[config.mk]
export PLATFORM = sky130hd
export DESIGN_NAME = coap_retransmit_table
export DESIGN_NICKNAME = d
export VERILOG_FILES = /design/src/hdl/crt_pkg.sv /design/src/hdl/crt_mod.sv /design/src/hdl/crt_datapath.sv /design/src/hdl/crt_ctrl.sv /design/src/hdl/coap_retransmit_table.sv
export SDC_FILE = /design/constraint.sdc
export NUM_CORES = 1
export LEC_CHECK = 0
export BUFFER_PORTS_ARGS = -buffer_cell sky130_fd_sc_hd__buf_2
export CAP_MARGIN = 15
export CORE_MARGIN = 10
export CORE_UTILIZATION = 30
export CTS_CLUSTER_SIZE = 25
export DETAILED_ROUTE_END_ITERATION = 8
export PLACE_DENSITY = 0.55
export SETUP_SLACK_MARGIN = 0.1
export SYNTH_ARGS = -nofsm -noshare
export SYNTH_HDL_FRONTEND = slang
export SYNTH_HIERARCHICAL = 1
export SYNTH_SLANG_ARGS = --single-unit
[constraint.sdc]
create_clock -name clk -period 10.9 [get_ports clk]
set_input_delay 0.545 -clock clk [delete_from_list [all_inputs] [get_ports clk]]
set_output_delay 0.545 -clock clk [all_outputs]
set_load 0.005 [all_outputs]
[src/hdl/crt_pkg.sv]
// shared constants, codes and types of the retransmission table
package crt_pkg;

  localparam int MAX_TRANSACTIONS = 4;
  localparam int INTERVAL_BITS    = 24;
  localparam int SLOT_W = (MAX_TRANSACTIONS > 1) ? $clog2(MAX_TRANSACTIONS) : 1;

  // field widths
  localparam int ID_W    = 16;
  localparam int RND_W   = 16;
  localparam int ATT_W   = 3;
  localparam int OUTIV_W = 24;

  // operations
  localparam logic [2:0] OP_OPEN   = 3'd0;
  localparam logic [2:0] OP_SEND   = 3'd1;
  localparam logic [2:0] OP_CLEAR  = 3'd2;
  localparam logic [2:0] OP_LOOKUP = 3'd3;
  localparam logic [2:0] OP_TICK   = 3'd4;

  // events
  localparam logic [3:0] EV_OPENED    = 4'd0;
  localparam logic [3:0] EV_FULL      = 4'd1;
  localparam logic [3:0] EV_ARMED     = 4'd2;
  localparam logic [3:0] EV_FREED_NC  = 4'd3;
  localparam logic [3:0] EV_RETX      = 4'd4;
  localparam logic [3:0] EV_TIMEOUT   = 4'd5;
  localparam logic [3:0] EV_FOUND     = 4'd6;
  localparam logic [3:0] EV_NOT_FOUND = 4'd7;
  localparam logic [3:0] EV_CLEARED   = 4'd8;
  localparam logic [3:0] EV_NOTHING   = 4'd9;

  // configuration register indexes and reset values
  localparam logic [1:0] CFG_TIMEOUT = 2'd0;
  localparam logic [1:0] CFG_MASK    = 2'd1;
  localparam logic [1:0] CFG_MAXRETX = 2'd2;
  localparam logic [15:0]      TIMEOUT_RST = 16'd256;
  localparam logic [15:0]      MASK_RST    = 16'd128;
  localparam logic [ATT_W-1:0] MAXRETX_RST = 3'd4;

  // controller to datapath commands
  typedef struct packed {
    logic latch;
    logic div_start;
    logic step;
    logic advance;
  } cmd_t;

  // datapath to controller status
  typedef struct packed {
    logic need_div;
    logic div_done;
    logic emits;
    logic final_step;
    logic out_free;
  } sts_t;

endpackage

[src/hdl/crt_mod.sv]
// iterative remainder unit, one quotient bit per cycle
module crt_mod (
  input  logic                      clk,
  input  logic                      rst_n,
  input  logic                      start,
  input  logic [crt_pkg::RND_W-1:0] dividend,
  input  logic [crt_pkg::RND_W-1:0] divisor,
  output logic                      done,
  output logic [crt_pkg::RND_W-1:0] remainder
);
  import crt_pkg::*;

  localparam int CW = $clog2(RND_W);

  logic             busy_r, busy_nxt;
  logic             done_r, done_nxt;
  logic [CW-1:0]    cnt_r;
  logic [RND_W-1:0] dvd_r;
  logic [RND_W-1:0] rem_r, rem_nxt;
  logic [RND_W:0]   shifted;
  logic [RND_W:0]   diff;

  // shift in the next dividend bit and subtract when it fits
  always_comb begin
    shifted = {rem_r, dvd_r[RND_W-1]};
    diff    = shifted - {1'b0, divisor};
    rem_nxt = (shifted >= {1'b0, divisor}) ? diff[RND_W-1:0] : shifted[RND_W-1:0];
    busy_nxt = busy_r;
    done_nxt = 1'b0;
    if (start) begin
      busy_nxt = 1'b1;
    end else if (busy_r && cnt_r == CW'(RND_W - 1)) begin
      busy_nxt = 1'b0;
      done_nxt = 1'b1;
    end
  end

  // control flags
  always_ff @(posedge clk) begin
    if (!rst_n) begin
      busy_r <= 1'b0;
      done_r <= 1'b0;
    end else begin
      busy_r <= busy_nxt;
      done_r <= done_nxt;
    end
  end

  // working registers
  always_ff @(posedge clk) begin
    if (start) begin
      cnt_r <= '0;
      rem_r <= '0;
      dvd_r <= dividend;
    end else if (busy_r) begin
      cnt_r <= cnt_r + CW'(1);
      rem_r <= rem_nxt;
      dvd_r <= {dvd_r[RND_W-2:0], 1'b0};
    end
  end

  assign done      = done_r;
  assign remainder = rem_r;

endmodule

[src/hdl/crt_datapath.sv]
// transaction table, configuration, per-slot update logic and result register
module crt_datapath (
  input  logic          clk,
  input  logic          rst_n,
  input  crt_pkg::cmd_t cmd,
  output crt_pkg::sts_t sts,
  input  logic [71:0]   in_tdata,
  input  logic [2:0]    in_tuser,
  output logic          out_tvalid,
  input  logic          out_tready,
  output logic [79:0]   out_tdata,
  output logic [3:0]    out_tuser,
  output logic          out_tlast,
  input  logic          cfg_we,
  input  logic [1:0]    cfg_index,
  input  logic [15:0]   cfg_data
);
  import crt_pkg::*;

  localparam int N    = MAX_TRANSACTIONS;
  localparam int IW   = INTERVAL_BITS;
  localparam int SUMW = IW + 17;
  localparam logic [IW-1:0] IVL_MAX = '1;

  // configuration
  logic [15:0]      tmo_r, mask_r;
  logic [ATT_W-1:0] maxr_r;

  // latched input item
  logic [2:0]       op_r;
  logic [ID_W-1:0]  id_q_r, peer_q_r, port_q_r;
  logic [4:0]       slot_q_r;
  logic             con_r;
  logic [RND_W-1:0] rnd_r;
  logic [SLOT_W-1:0] idx_r;
  logic [N-1:0]     exp_r;
  logic             any_r;

  // table
  logic [N-1:0]     valid_r, armed_r;
  logic [ID_W-1:0]  id_r   [N];
  logic [ID_W-1:0]  peer_r [N];
  logic [ID_W-1:0]  port_r [N];
  logic [ATT_W-1:0] att_r  [N];
  logic [IW-1:0]    ivl_r  [N];
  logic [IW-1:0]    remn_r [N];

  // result register
  logic             ov_r;
  logic [3:0]       oev_r;
  logic [4:0]       oslot_r;
  logic [ID_W-1:0]  oid_r, opeer_r, oport_r;
  logic [ATT_W-1:0] oatt_r;
  logic [OUTIV_W-1:0] oivl_r;
  logic             olast_r;

  logic             div_done;
  logic [RND_W-1:0] div_rem;

  logic [N-1:0]     exp_nxt;
  logic             in_range, scan_end;
  logic             e_valid, e_armed;
  logic [ID_W-1:0]  e_id;
  logic [ATT_W-1:0] e_att, att_inc;
  logic [IW-1:0]    e_ivl, e_rem, dbl, init_iv;
  logic [SUMW-1:0]  init_sum;
  logic [N-1:0]     sel;
  logic             wr, open_wr, emits, fin, plain, last;
  logic             n_valid, n_armed;
  logic [ATT_W-1:0] n_att;
  logic [IW-1:0]    n_ivl, n_rem;
  logic [3:0]       ev;
  logic [ID_W-1:0]  plain_id;
  logic [31:0]      ivl32;
  logic             out_free;

  crt_mod u_mod (
    .clk       (clk),
    .rst_n     (rst_n),
    .start     (cmd.div_start),
    .dividend  (rnd_r),
    .divisor   (mask_r),
    .done      (div_done),
    .remainder (div_rem)
  );

  // entries that expire on a tick, from the state before it
  always_comb begin
    for (int i = 0; i < N; i++) begin
      exp_nxt[i] = valid_r[i] && armed_r[i] && (remn_r[i] <= IW'(1));
    end
  end

  // current slot and interval arithmetic
  always_comb begin
    in_range = 6'(slot_q_r) < 6'(N);
    scan_end = idx_r == SLOT_W'(N - 1);
    e_valid  = valid_r[idx_r];
    e_armed  = armed_r[idx_r];
    e_id     = id_r[idx_r];
    e_att    = att_r[idx_r];
    e_ivl    = ivl_r[idx_r];
    e_rem    = remn_r[idx_r];
    att_inc  = (e_att == 3'd7) ? 3'd7 : e_att + 3'd1;
    dbl      = e_ivl[IW-1] ? IVL_MAX : {e_ivl[IW-2:0], 1'b0};
    init_sum = SUMW'(tmo_r) + ((mask_r != 16'd0) ? SUMW'(div_rem) : SUMW'(0));
    init_iv  = (init_sum > SUMW'(IVL_MAX)) ? IVL_MAX : init_sum[IW-1:0];
    sel        = '0;
    sel[idx_r] = 1'b1;
  end

  // per-step decision for the latched operation
  always_comb begin
    wr = 1'b0; open_wr = 1'b0; emits = 1'b0; fin = 1'b0;
    plain = 1'b1; plain_id = '0; last = 1'b1; ev = EV_NOTHING;
    n_valid = e_valid; n_armed = e_armed; n_att = e_att; n_ivl = e_ivl; n_rem = e_rem;
    case (op_r)
      OP_OPEN: begin
        if (!e_valid) begin
          emits = 1'b1; fin = 1'b1; plain = 1'b0; ev = EV_OPENED;
          wr = 1'b1; open_wr = 1'b1;
          n_valid = 1'b1; n_armed = 1'b0; n_att = '0; n_ivl = '0; n_rem = '0;
        end else if (scan_end) begin
          emits = 1'b1; fin = 1'b1; ev = EV_FULL;
        end
      end
      OP_SEND, OP_CLEAR: begin
        emits = 1'b1; fin = 1'b1;
        if (in_range && e_valid) begin
          plain = 1'b0; wr = 1'b1;
          if (op_r == OP_CLEAR) begin
            ev = EV_CLEARED; n_valid = 1'b0; n_armed = 1'b0;
          end else if (!con_r) begin
            ev = EV_FREED_NC; n_valid = 1'b0; n_armed = 1'b0;
          end else if (e_att < maxr_r) begin
            ev = EV_ARMED;
            n_ivl = (e_att == '0) ? init_iv : dbl;
            n_rem = n_ivl; n_armed = 1'b1;
          end else begin
            ev = EV_TIMEOUT; n_valid = 1'b0; n_armed = 1'b0;
          end
        end
      end
      OP_LOOKUP: begin
        if (e_valid && e_id == id_q_r) begin
          emits = 1'b1; fin = 1'b1; plain = 1'b0; ev = EV_FOUND;
        end else if (scan_end) begin
          emits = 1'b1; fin = 1'b1; ev = EV_NOT_FOUND; plain_id = id_q_r;
        end
      end
      OP_TICK: begin
        fin = scan_end;
        if (exp_r[idx_r]) begin
          emits = 1'b1; plain = 1'b0; wr = 1'b1;
          // last unless a higher slot still expires
          last  = (exp_r & ~((sel << 1) - N'(1))) == '0;
          n_rem = '0; n_att = att_inc;
          if (att_inc < maxr_r) begin
            ev = EV_RETX; n_ivl = dbl; n_rem = dbl; n_armed = 1'b1;
          end else begin
            ev = EV_TIMEOUT; n_valid = 1'b0; n_armed = 1'b0;
          end
        end else begin
          if (e_valid && e_armed) begin
            wr = 1'b1; n_rem = e_rem - IW'(1);
          end
          if (scan_end && !any_r) begin
            emits = 1'b1;
          end
        end
      end
      default: begin
        emits = 1'b1; fin = 1'b1;
      end
    endcase
    ivl32 = 32'(n_ivl);
  end

  assign out_free = !ov_r || out_tready;

  // status to the controller
  always_comb begin
    sts.need_div   = (op_r == OP_SEND) && in_range && e_valid && con_r &&
                     (e_att == '0) && (maxr_r != '0) && (mask_r != 16'd0);
    sts.div_done   = div_done;
    sts.emits      = emits;
    sts.final_step = fin;
    sts.out_free   = out_free;
  end

  // configuration writes
  always_ff @(posedge clk) begin
    if (!rst_n) begin
      tmo_r  <= TIMEOUT_RST;
      mask_r <= MASK_RST;
      maxr_r <= MAXRETX_RST;
    end else if (cfg_we) begin
      unique case (cfg_index)
        CFG_TIMEOUT: tmo_r  <= cfg_data;
        CFG_MASK:    mask_r <= cfg_data;
        CFG_MAXRETX: maxr_r <= cfg_data[ATT_W-1:0];
        default: ;
      endcase
    end
  end

  // input item latch and slot index
  always_ff @(posedge clk) begin
    if (cmd.latch) begin
      op_r     <= in_tuser;
      id_q_r   <= in_tdata[15:0];
      peer_q_r <= in_tdata[31:16];
      port_q_r <= in_tdata[47:32];
      slot_q_r <= in_tdata[52:48];
      con_r    <= in_tdata[53];
      rnd_r    <= in_tdata[69:54];
      exp_r    <= exp_nxt;
      any_r    <= |exp_nxt;
      idx_r    <= (in_tuser == OP_SEND || in_tuser == OP_CLEAR) ?
                  in_tdata[48 +: SLOT_W] : '0;
    end else if (cmd.advance) begin
      idx_r <= idx_r + SLOT_W'(1);
    end
  end

  // table flags
  always_ff @(posedge clk) begin
    if (!rst_n) begin
      valid_r <= '0;
      armed_r <= '0;
    end else if (cmd.step && wr) begin
      valid_r[idx_r] <= n_valid;
      armed_r[idx_r] <= n_armed;
    end
  end

  // table payload
  always_ff @(posedge clk) begin
    if (cmd.step && wr) begin
      att_r[idx_r]  <= n_att;
      ivl_r[idx_r]  <= n_ivl;
      remn_r[idx_r] <= n_rem;
      if (open_wr) begin
        id_r[idx_r]   <= id_q_r;
        peer_r[idx_r] <= peer_q_r;
        port_r[idx_r] <= port_q_r;
      end
    end
  end

  // result valid
  always_ff @(posedge clk) begin
    if (!rst_n) begin
      ov_r <= 1'b0;
    end else if (cmd.step && emits) begin
      ov_r <= 1'b1;
    end else if (out_tready) begin
      ov_r <= 1'b0;
    end
  end

  // result payload, taken after the update
  always_ff @(posedge clk) begin
    if (cmd.step && emits) begin
      oev_r   <= ev;
      olast_r <= last;
      oslot_r <= plain ? 5'd0 : 5'(idx_r);
      oid_r   <= plain ? plain_id : (open_wr ? id_q_r : e_id);
      opeer_r <= plain ? '0 : (open_wr ? peer_q_r : peer_r[idx_r]);
      oport_r <= plain ? '0 : (open_wr ? port_q_r : port_r[idx_r]);
      oatt_r  <= plain ? '0 : n_att;
      oivl_r  <= plain ? '0 : ivl32[OUTIV_W-1:0];
    end
  end

  assign out_tvalid = ov_r;
  assign out_tuser  = oev_r;
  assign out_tlast  = olast_r;
  assign out_tdata  = {oivl_r, oatt_r, oport_r, opeer_r, oid_r, oslot_r};

endmodule

[src/hdl/crt_ctrl.sv]
// sequencer: accepts an item, runs the remainder unit when a send needs it, steps through slots
module crt_ctrl (
  input  logic          clk,
  input  logic          rst_n,
  input  logic          in_tvalid,
  output logic          in_tready,
  input  crt_pkg::sts_t sts,
  output crt_pkg::cmd_t cmd
);
  import crt_pkg::*;

  typedef enum logic [1:0] {
    S_IDLE,
    S_DISPATCH,
    S_DIV,
    S_RUN
  } state_t;

  state_t state_r, state_nxt;

  // next state and commands
  always_comb begin
    state_nxt = state_r;
    cmd       = '0;
    unique case (state_r)
      S_IDLE: begin
        if (in_tvalid) begin
          cmd.latch = 1'b1;
          state_nxt = S_DISPATCH;
        end
      end
      S_DISPATCH: begin
        if (sts.need_div) begin
          cmd.div_start = 1'b1;
          state_nxt     = S_DIV;
        end else begin
          state_nxt = S_RUN;
        end
      end
      S_DIV: begin
        if (sts.div_done) begin
          state_nxt = S_RUN;
        end
      end
      S_RUN: begin
        if (!sts.emits || sts.out_free) begin
          cmd.step = 1'b1;
          if (sts.final_step) begin
            state_nxt = S_IDLE;
          end else begin
            cmd.advance = 1'b1;
          end
        end
      end
      default: state_nxt = S_IDLE;
    endcase
  end

  // state register
  always_ff @(posedge clk) begin
    if (!rst_n) begin
      state_r <= S_IDLE;
    end else begin
      state_r <= state_nxt;
    end
  end

  assign in_tready = (state_r == S_IDLE);

endmodule

[src/hdl/coap_retransmit_table.sv]
// retransmission table top level: sequencer plus table datapath
// an item is latched, dispatched and then run; a first confirmable send with jitter
// also waits for the remainder unit, and open, lookup and tick visit one table slot
// per cycle unless a result is held by a stalled output, open and lookup stopping early
// a result waits in the output register; a new item is taken once the last step ends
// synchronous active-low reset frees every slot and loads the register defaults
module coap_retransmit_table (
  input  logic        clk,
  input  logic        rst_n,
  input  logic        in_tvalid,
  output logic        in_tready,
  // msg_id, peer_handle, peer_port, slot, confirmable, random_value
  input  logic [71:0] in_tdata,
  // operation
  input  logic [2:0]  in_tuser,
  output logic        out_tvalid,
  input  logic        out_tready,
  // result_slot, result_msg_id, result_peer, result_port, attempt, interval_now
  output logic [79:0] out_tdata,
  // event_res
  output logic [3:0]  out_tuser,
  output logic        out_tlast,
  input  logic        cfg_we,
  input  logic [1:0]  cfg_index,
  input  logic [15:0] cfg_data
);
  import crt_pkg::*;

  cmd_t cmd;
  sts_t sts;

  crt_ctrl u_ctrl (
    .clk       (clk),
    .rst_n     (rst_n),
    .in_tvalid (in_tvalid),
    .in_tready (in_tready),
    .sts       (sts),
    .cmd       (cmd)
  );

  crt_datapath u_dp (
    .clk        (clk),
    .rst_n      (rst_n),
    .cmd        (cmd),
    .sts        (sts),
    .in_tdata   (in_tdata),
    .in_tuser   (in_tuser),
    .out_tvalid (out_tvalid),
    .out_tready (out_tready),
    .out_tdata  (out_tdata),
    .out_tuser  (out_tuser),
    .out_tlast  (out_tlast),
    .cfg_we     (cfg_we),
    .cfg_index  (cfg_index),
    .cfg_data   (cfg_data)
  );

endmodule

== Yosys cells after proc, flatten, opt, wreduce, memory -nomap -nowiden ==
Memories as Yosys holds them, arrays and structs flattened. A register that Yosys moved wholly into a read port is not among the register bits.
Index checks and enable logic that the tools add are counted.

* Bits in registers: 217
* Bits in latches: 0
* RAM bits: 396
* Memory bits (read-only): 0
* Bits of input ports: 98
* Output and inout bits: 87
* Word-level logic and storage cells: 239
* Memories kept: 6

{| class="wikitable"
|+ Memories
! memory !! depth !! width !! rd ports !! clocked after Yosys merged registers in !! wr ports !! RTL line !! RTL
|-
| u_dp.ivl_r || 4 || 24 || 1 || 1 || 1 || crt_datapath.sv:45 || <nowiki>logic [IW-1:0] ivl_r [N];</nowiki>
|-
| u_dp.remn_r || 4 || 24 || 5 || 1 || 1 || crt_datapath.sv:46 || <nowiki>logic [IW-1:0] remn_r [N];</nowiki>
|-
| u_dp.id_r || 4 || 16 || 1 || 1 || 1 || crt_datapath.sv:41 || <nowiki>logic [ID_W-1:0] id_r [N];</nowiki>
|-
| u_dp.peer_r || 4 || 16 || 1 || 1 || 1 || crt_datapath.sv:42 || <nowiki>logic [ID_W-1:0] peer_r [N];</nowiki>
|-
| u_dp.port_r || 4 || 16 || 1 || 1 || 1 || crt_datapath.sv:43 || <nowiki>logic [ID_W-1:0] port_r [N];</nowiki>
|-
| u_dp.att_r || 4 || 3 || 1 || 1 || 1 || crt_datapath.sv:44 || <nowiki>logic [ATT_W-1:0] att_r [N];</nowiki>
|}

* Add/sub/neg operators: 7
* Multiply operators: 0
* Divide/modulo/power cells: 0
* $lt $le $gt $ge: 11
* Equal/unequal tests: 19
* Shifts and indexed selects: 0
* Multiplexer cells: 117
* Bitwise operators: 3
* Reduce and logical (&&, ||, !) cells: 47

{| class="wikitable"
|+ Operators by type and width
! kind !! number
|-
| 2-to-1 mux 24 bit || 18
|-
| 2-to-1 mux 16 bit || 9
|-
| one-hot mux 24 bit (3 select lines) || 2
|-
| less-or-equal comparator 24 x 1 -> 1 bit, second input constant || 4
|-
| 2-to-1 mux 1 bit || 48
|-
| adder 16 x 41 -> 41 bit || 1
|-
| greater-than comparator 41 x 24 -> 1 bit, second input constant || 1
|-
| 2-to-1 mux 4 bit || 8
|-
| 2-to-1 mux 2 bit || 13
|-
| subtractor 24 x 1 -> 24 bit, second input constant || 1
|-
| logical AND 1 bit || 22
|-
| greater-or-equal comparator 17 x 16 -> 1 bit || 1
|-
| equality test 16 bit || 1
|-
| one-hot mux 4 bit (4 select lines) || 1
|-
| nonzero test 16 bit || 1
|-
| subtractor 16 bit || 1
|-
| one-hot mux 1 bit (3 select lines) || 5
|-
| 2-to-1 mux 3 bit || 4
|-
| equality test 3 x 2 -> 1 bit, second input constant || 3
|-
| bitwise mux 4 bit || 2
|-
| equality test 2 bit, second input constant || 4
|-
| one-hot mux 2 bit (4 select lines) || 1
|-
| AND reduction 2 bit || 4
|-
| nonzero test 2 bit || 4
|-
| 30 further kinds || 45
|}

== Longest topological paths before layout ==
* Depth in word-level cells: 12
* Depth in mapped cells: 20
* Depth with buffers taken out: 14

== By module ==
The synthesis kept the hierarchy.

{| class="wikitable"
|+ By module, submodules not included
! module !! times used !! cells an instance !! area an instance (um^2) !! seq. area each (um^2)
|-
| crt_datapath || 1 || 1,703 || 25,670.9 || 17,616.9
|-
| crt_mod || 1 || 293 || 2,620.0 || 920.9
|-
| crt_ctrl || 1 || 25 || 198.9 || 40.0
|}

== Least setup slack after synthesis ==
Ideal clock, no wire load.

* Path type: register -> register
* Start: reg (tool-made name)
* End: reg u_dp.oatt_r[0] (enable)
* Setup time: 0.673 ns
* Data arrival time: 8.691 ns
* Data required time: 10.227 ns
* Slack: 1.536 ns
* Stages on the path, launching flop included: 14
* Path buffers: 3
* Cells stage by stage: dfxtp_1 -> buf_6 -> buf_2 -> mux4_2 -> xnor2_1 -> nand4_1 -> nor3_1 -> a21oi_1 -> a31oi_1 -> buf_4 -> nand2b_1 -> and2_1 -> inv_1 -> a311oi_1

{| class="wikitable"
|+ RTL lines
! what !! RTL line !! RTL
|-
| end signal, assigned || crt_datapath.sv:271 || <nowiki>oatt_r <= plain ? '0 : n_att;</nowiki>
|-
| end, declared || crt_datapath.sv:53 || <nowiki>logic [ATT_W-1:0] oatt_r;</nowiki>
|}

==> metrics.yaml <==
clock_network:
  htreeDepth: 3
  cts_root_buf: "clkbuf_16"
  cts_tree: "done"
  postCtsSetupRepairBufs: 0
  clk_latency_ns: 0.63
  clk_pin_slew_worst_paths_ns: 0.06
  cts-hold-fix-buffers: 0
  cts_buffers: 72
  cts.path.max_buffers: 3
  cts_resized: 0
  clock-sinks: 642
synthesis:
  synth_cells: 2021
  synth-seq-cells: 642
  ys_types: 86
  synthFlopType: "edfxtp_1"
  async_flop_share: 0
  yosys_warnings: 6
  synth_edf_count: 572
  synth_area_mm2: 0.0285
  synth_area_per_cell_um2: 14.1
  ys_seq_area_frac: 0.652
timing:
  finalHoldViolations: 0
  tns_ns: 0
  layout_min_cycle_time_ns: 5.48
  rsz0062_at_grt: "no"
  finalClockSkew_ns: 0.0565
  whs_ns: 0.0782
  tightest_slew_ns: 1.13
  finalSetupViolations: 0
  fmax_ghz: 0.182
  period_share: 0.503
  drv_slew: 0
  slew_headroom: 0.236
setup_path:
  cp_slowest_cell: "dfxtp_4"
  cp.required_ns: 11.35
  crit_top_cell: "a21oi_1"
  critical_path_class: "reg -> reg"
  critical_path.max_fanout: 53
  cpPeakStageDelay_ns: 0.99
  critPathCaptureType: "register"
  path_cells: "clkinv_1 -> mux2i_1 -> a221o_1 -> nor4_1 -> a21oi_1 -> a31oi_1 -> nand2b_1 -> and2_1 -> inv_1 -> a21oi_1 -> nand2_1 -> inv_2 -> buf_4 -> o21ai_0 -> a21oi_1"
  crit_buf_inv: 4
  cp-start-kind: "register"
  critical-path-top-delay-family: "compound AO/OA/AOI/OAI gates"
  arrival_ns: 5.93
detailed_routing:
  post_drt_via_cell_ratio: 5.14
  postRouteAntennaNets: 0
  drt-total-wl_mm: 76.4
  dr.pass1.iters: 5
  vias: 18100
  drcViolationCount: 0
  first_iter_violations: 1496
  wl_per_cell_um: 21.7
place:
  routabilityCongestion: 0.841
  io_buffer_count: 179
  post_dp_cell_area_mm2: 0.0308
  post-dp-hpwl_mm: 50.5
floorplanning:
  io_pins: 185
  initial_utilization: 0.304
  die_w_um: 328
  core-area_mm2: 0.0937
  die_area_mm2: 0.108
  die_h_um: 328
  row_count: 112
power_and_ir_drop:
  ir_worst_vdd_mv: 0.141
  p_total_uw: 7480
  power_density_mw_per_mm2: 226
  leakage_uw: 0.0113
final_layout:
  drive_gt1_frac: 0.210
  ff_latch_area_mm2: 0.0186
  fillers: 8997
  multi_input_area_mm2: 0.00932
  n_antenna_cell: 0
  area_growth_pct: 16.3
  stdcell_area_mm2: 0.0331
  final_nets: 2352
  final_util: 0.353
grt:
  grt_pass1_wl_mm: 116
  grt_max_degree: 63
  grt_use_total: 0.138
  grt_overflow: 0
  antenna_found_initial: 7
  grt_pass1_vias: 18600
run_status:
  status: "finished, final reports clean"
hold_path:
  hold_class: "in -> reg"
flow_run:
  maxCapViolCount: 0
-- per-stage QoR --
| stage | cells | setup slack [ns] |
|---|---|---|
| 2_1_floorplan | 2023 | 1.54 |
| 3_3_place_gp | 3384 | 5.51 |
| 3_5_place_dp | 3384 | 5.38 |
| 4_1_cts | 3515 | 5.33 |
| 5_1_grt | 3515 | 4.91 |
| 6_report | 3515 | 5.42 |
-- Yosys cell counts (7+ instances only) --
master    count  area, um^2
a21boi_0     34         255
buf_2        16        80.1
mux2i_1      28         280
a221oi_1     11        96.3
nor2b_1      32         200
nand2_1     228         856
a21o_1       24         180
or4_1         8        60.1
clkbuf_1     65         244
nand2b_1     12        75.1
a22o_1       15         131
buf_4        12        90.1
o22ai_1      13        81.3
nor4_1       28         175
mux2_2       19         214
nand4_1      13        81.3
mux4_2       95        2140
a221o_1       8        80.1
nor2_1      107         402
nor3_1       36         180
a21oi_1     115         576
dfxtp_1      70        1400
o221ai_1     13         114
and2_1       26         163
a211oi_1     13        97.6
nand3_1      26         130
a31oi_1       7        43.8
or3_1         7        43.8
xor2_1       18         158
inv_1        59         221
edfxtp_1    572       17200
or2_2        13        81.3
xnor2_1      36         315
o21ai_0      74         370
ha_1         48         601
o211ai_1      8        60.1
-- registers in the layout, indices dropped and copies added, names as in the netlist, 24 cells and up, named ones only --
register     flops
u_dp/port_r     64
u_dp/peer_r     64
u_dp/remn_r     96
u_dp/ivl_r      96
u_dp/id_r       64
u_dp/oivl_r     24
-- final cells by class --
class                   count  area share
flip-flops and latches    642       0.561
multi-input cells        1222       0.281
well taps                1254      0.0474
repair buffers            206      0.0332
clock buffers              89      0.0566
clock inverters            42      0.0139
inverters                  60     0.00680
-- final timing paths --
check / start / end / slack, ns / depth (start not counted)
max reg2reg: register / u_dp/armed_r[0]$_SDFFE_PN0P_ / 5.42 / 15
min: in_tdata[42] / u_dp/port_q_r[10]$_DFFE_PP_ / 0.08 / 1
max: register / u_dp/armed_r[0]$_SDFFE_PN0P_ / 5.42 / 15
min reg2reg: u_dp/tmo_r[5]$_SDFFE_PN0P_ / u_dp/tmo_r[5]$_SDFFE_PN0P_ / 0.48 / 2
-- worst reg2reg max path: cells and delay by family, from the launching register on --
family / cells / cell delay [ns]
buf+inv: 4 / 1.08
simple gates: 4 / 1.43
compound gates: 6 / 1.59
flops: 1 / 0.99
mux: 1 / 0.24
-- routing by layer --
metal | vias up | wire length [um] | share of wire | GRT usage
li1 | 8162 | - | - | -
met1 | 9176 | 33200 | 0.44 | 0.182
met2 | 581 | 36000 | 0.47 | 0.223
met3 | 139 | 5100 | 0.067 | 0.0333
met4 | 14 | 2000 | 0.026 | 0.0435
met5 | - | 89 | 0.0012 | 0
-- kinds of logic after synthesis --
family	share of synthesized area
flops	0.652
fa+ha+maj	0.0228
xor+xnor	0.0166
compound gates	0.0928
buf+inv	0.0238
simple gates	0.0960
other cells	0.000132
mux	0.0957
-- report_power, final --
part / internal [uW] / leakage, uW / switching, uW
Sequential: 3040 / 0.00579 / 179
Clock: 1350 / 0.00112 / 1040
Combinational: 736 / 0.00437 / 1130
-- cells in the final DEF (no fill, tap or decap), drive strengths merged, types with 66 or more instances in the layout --
cell	instances
edfxtp	572
nand2	228
buf	206
a21oi	118
nor2	108
mux4	98
clkbuf	89
o21ai	76
dfxtp	70
inv	66
Power figures use the tool's default switching activity.
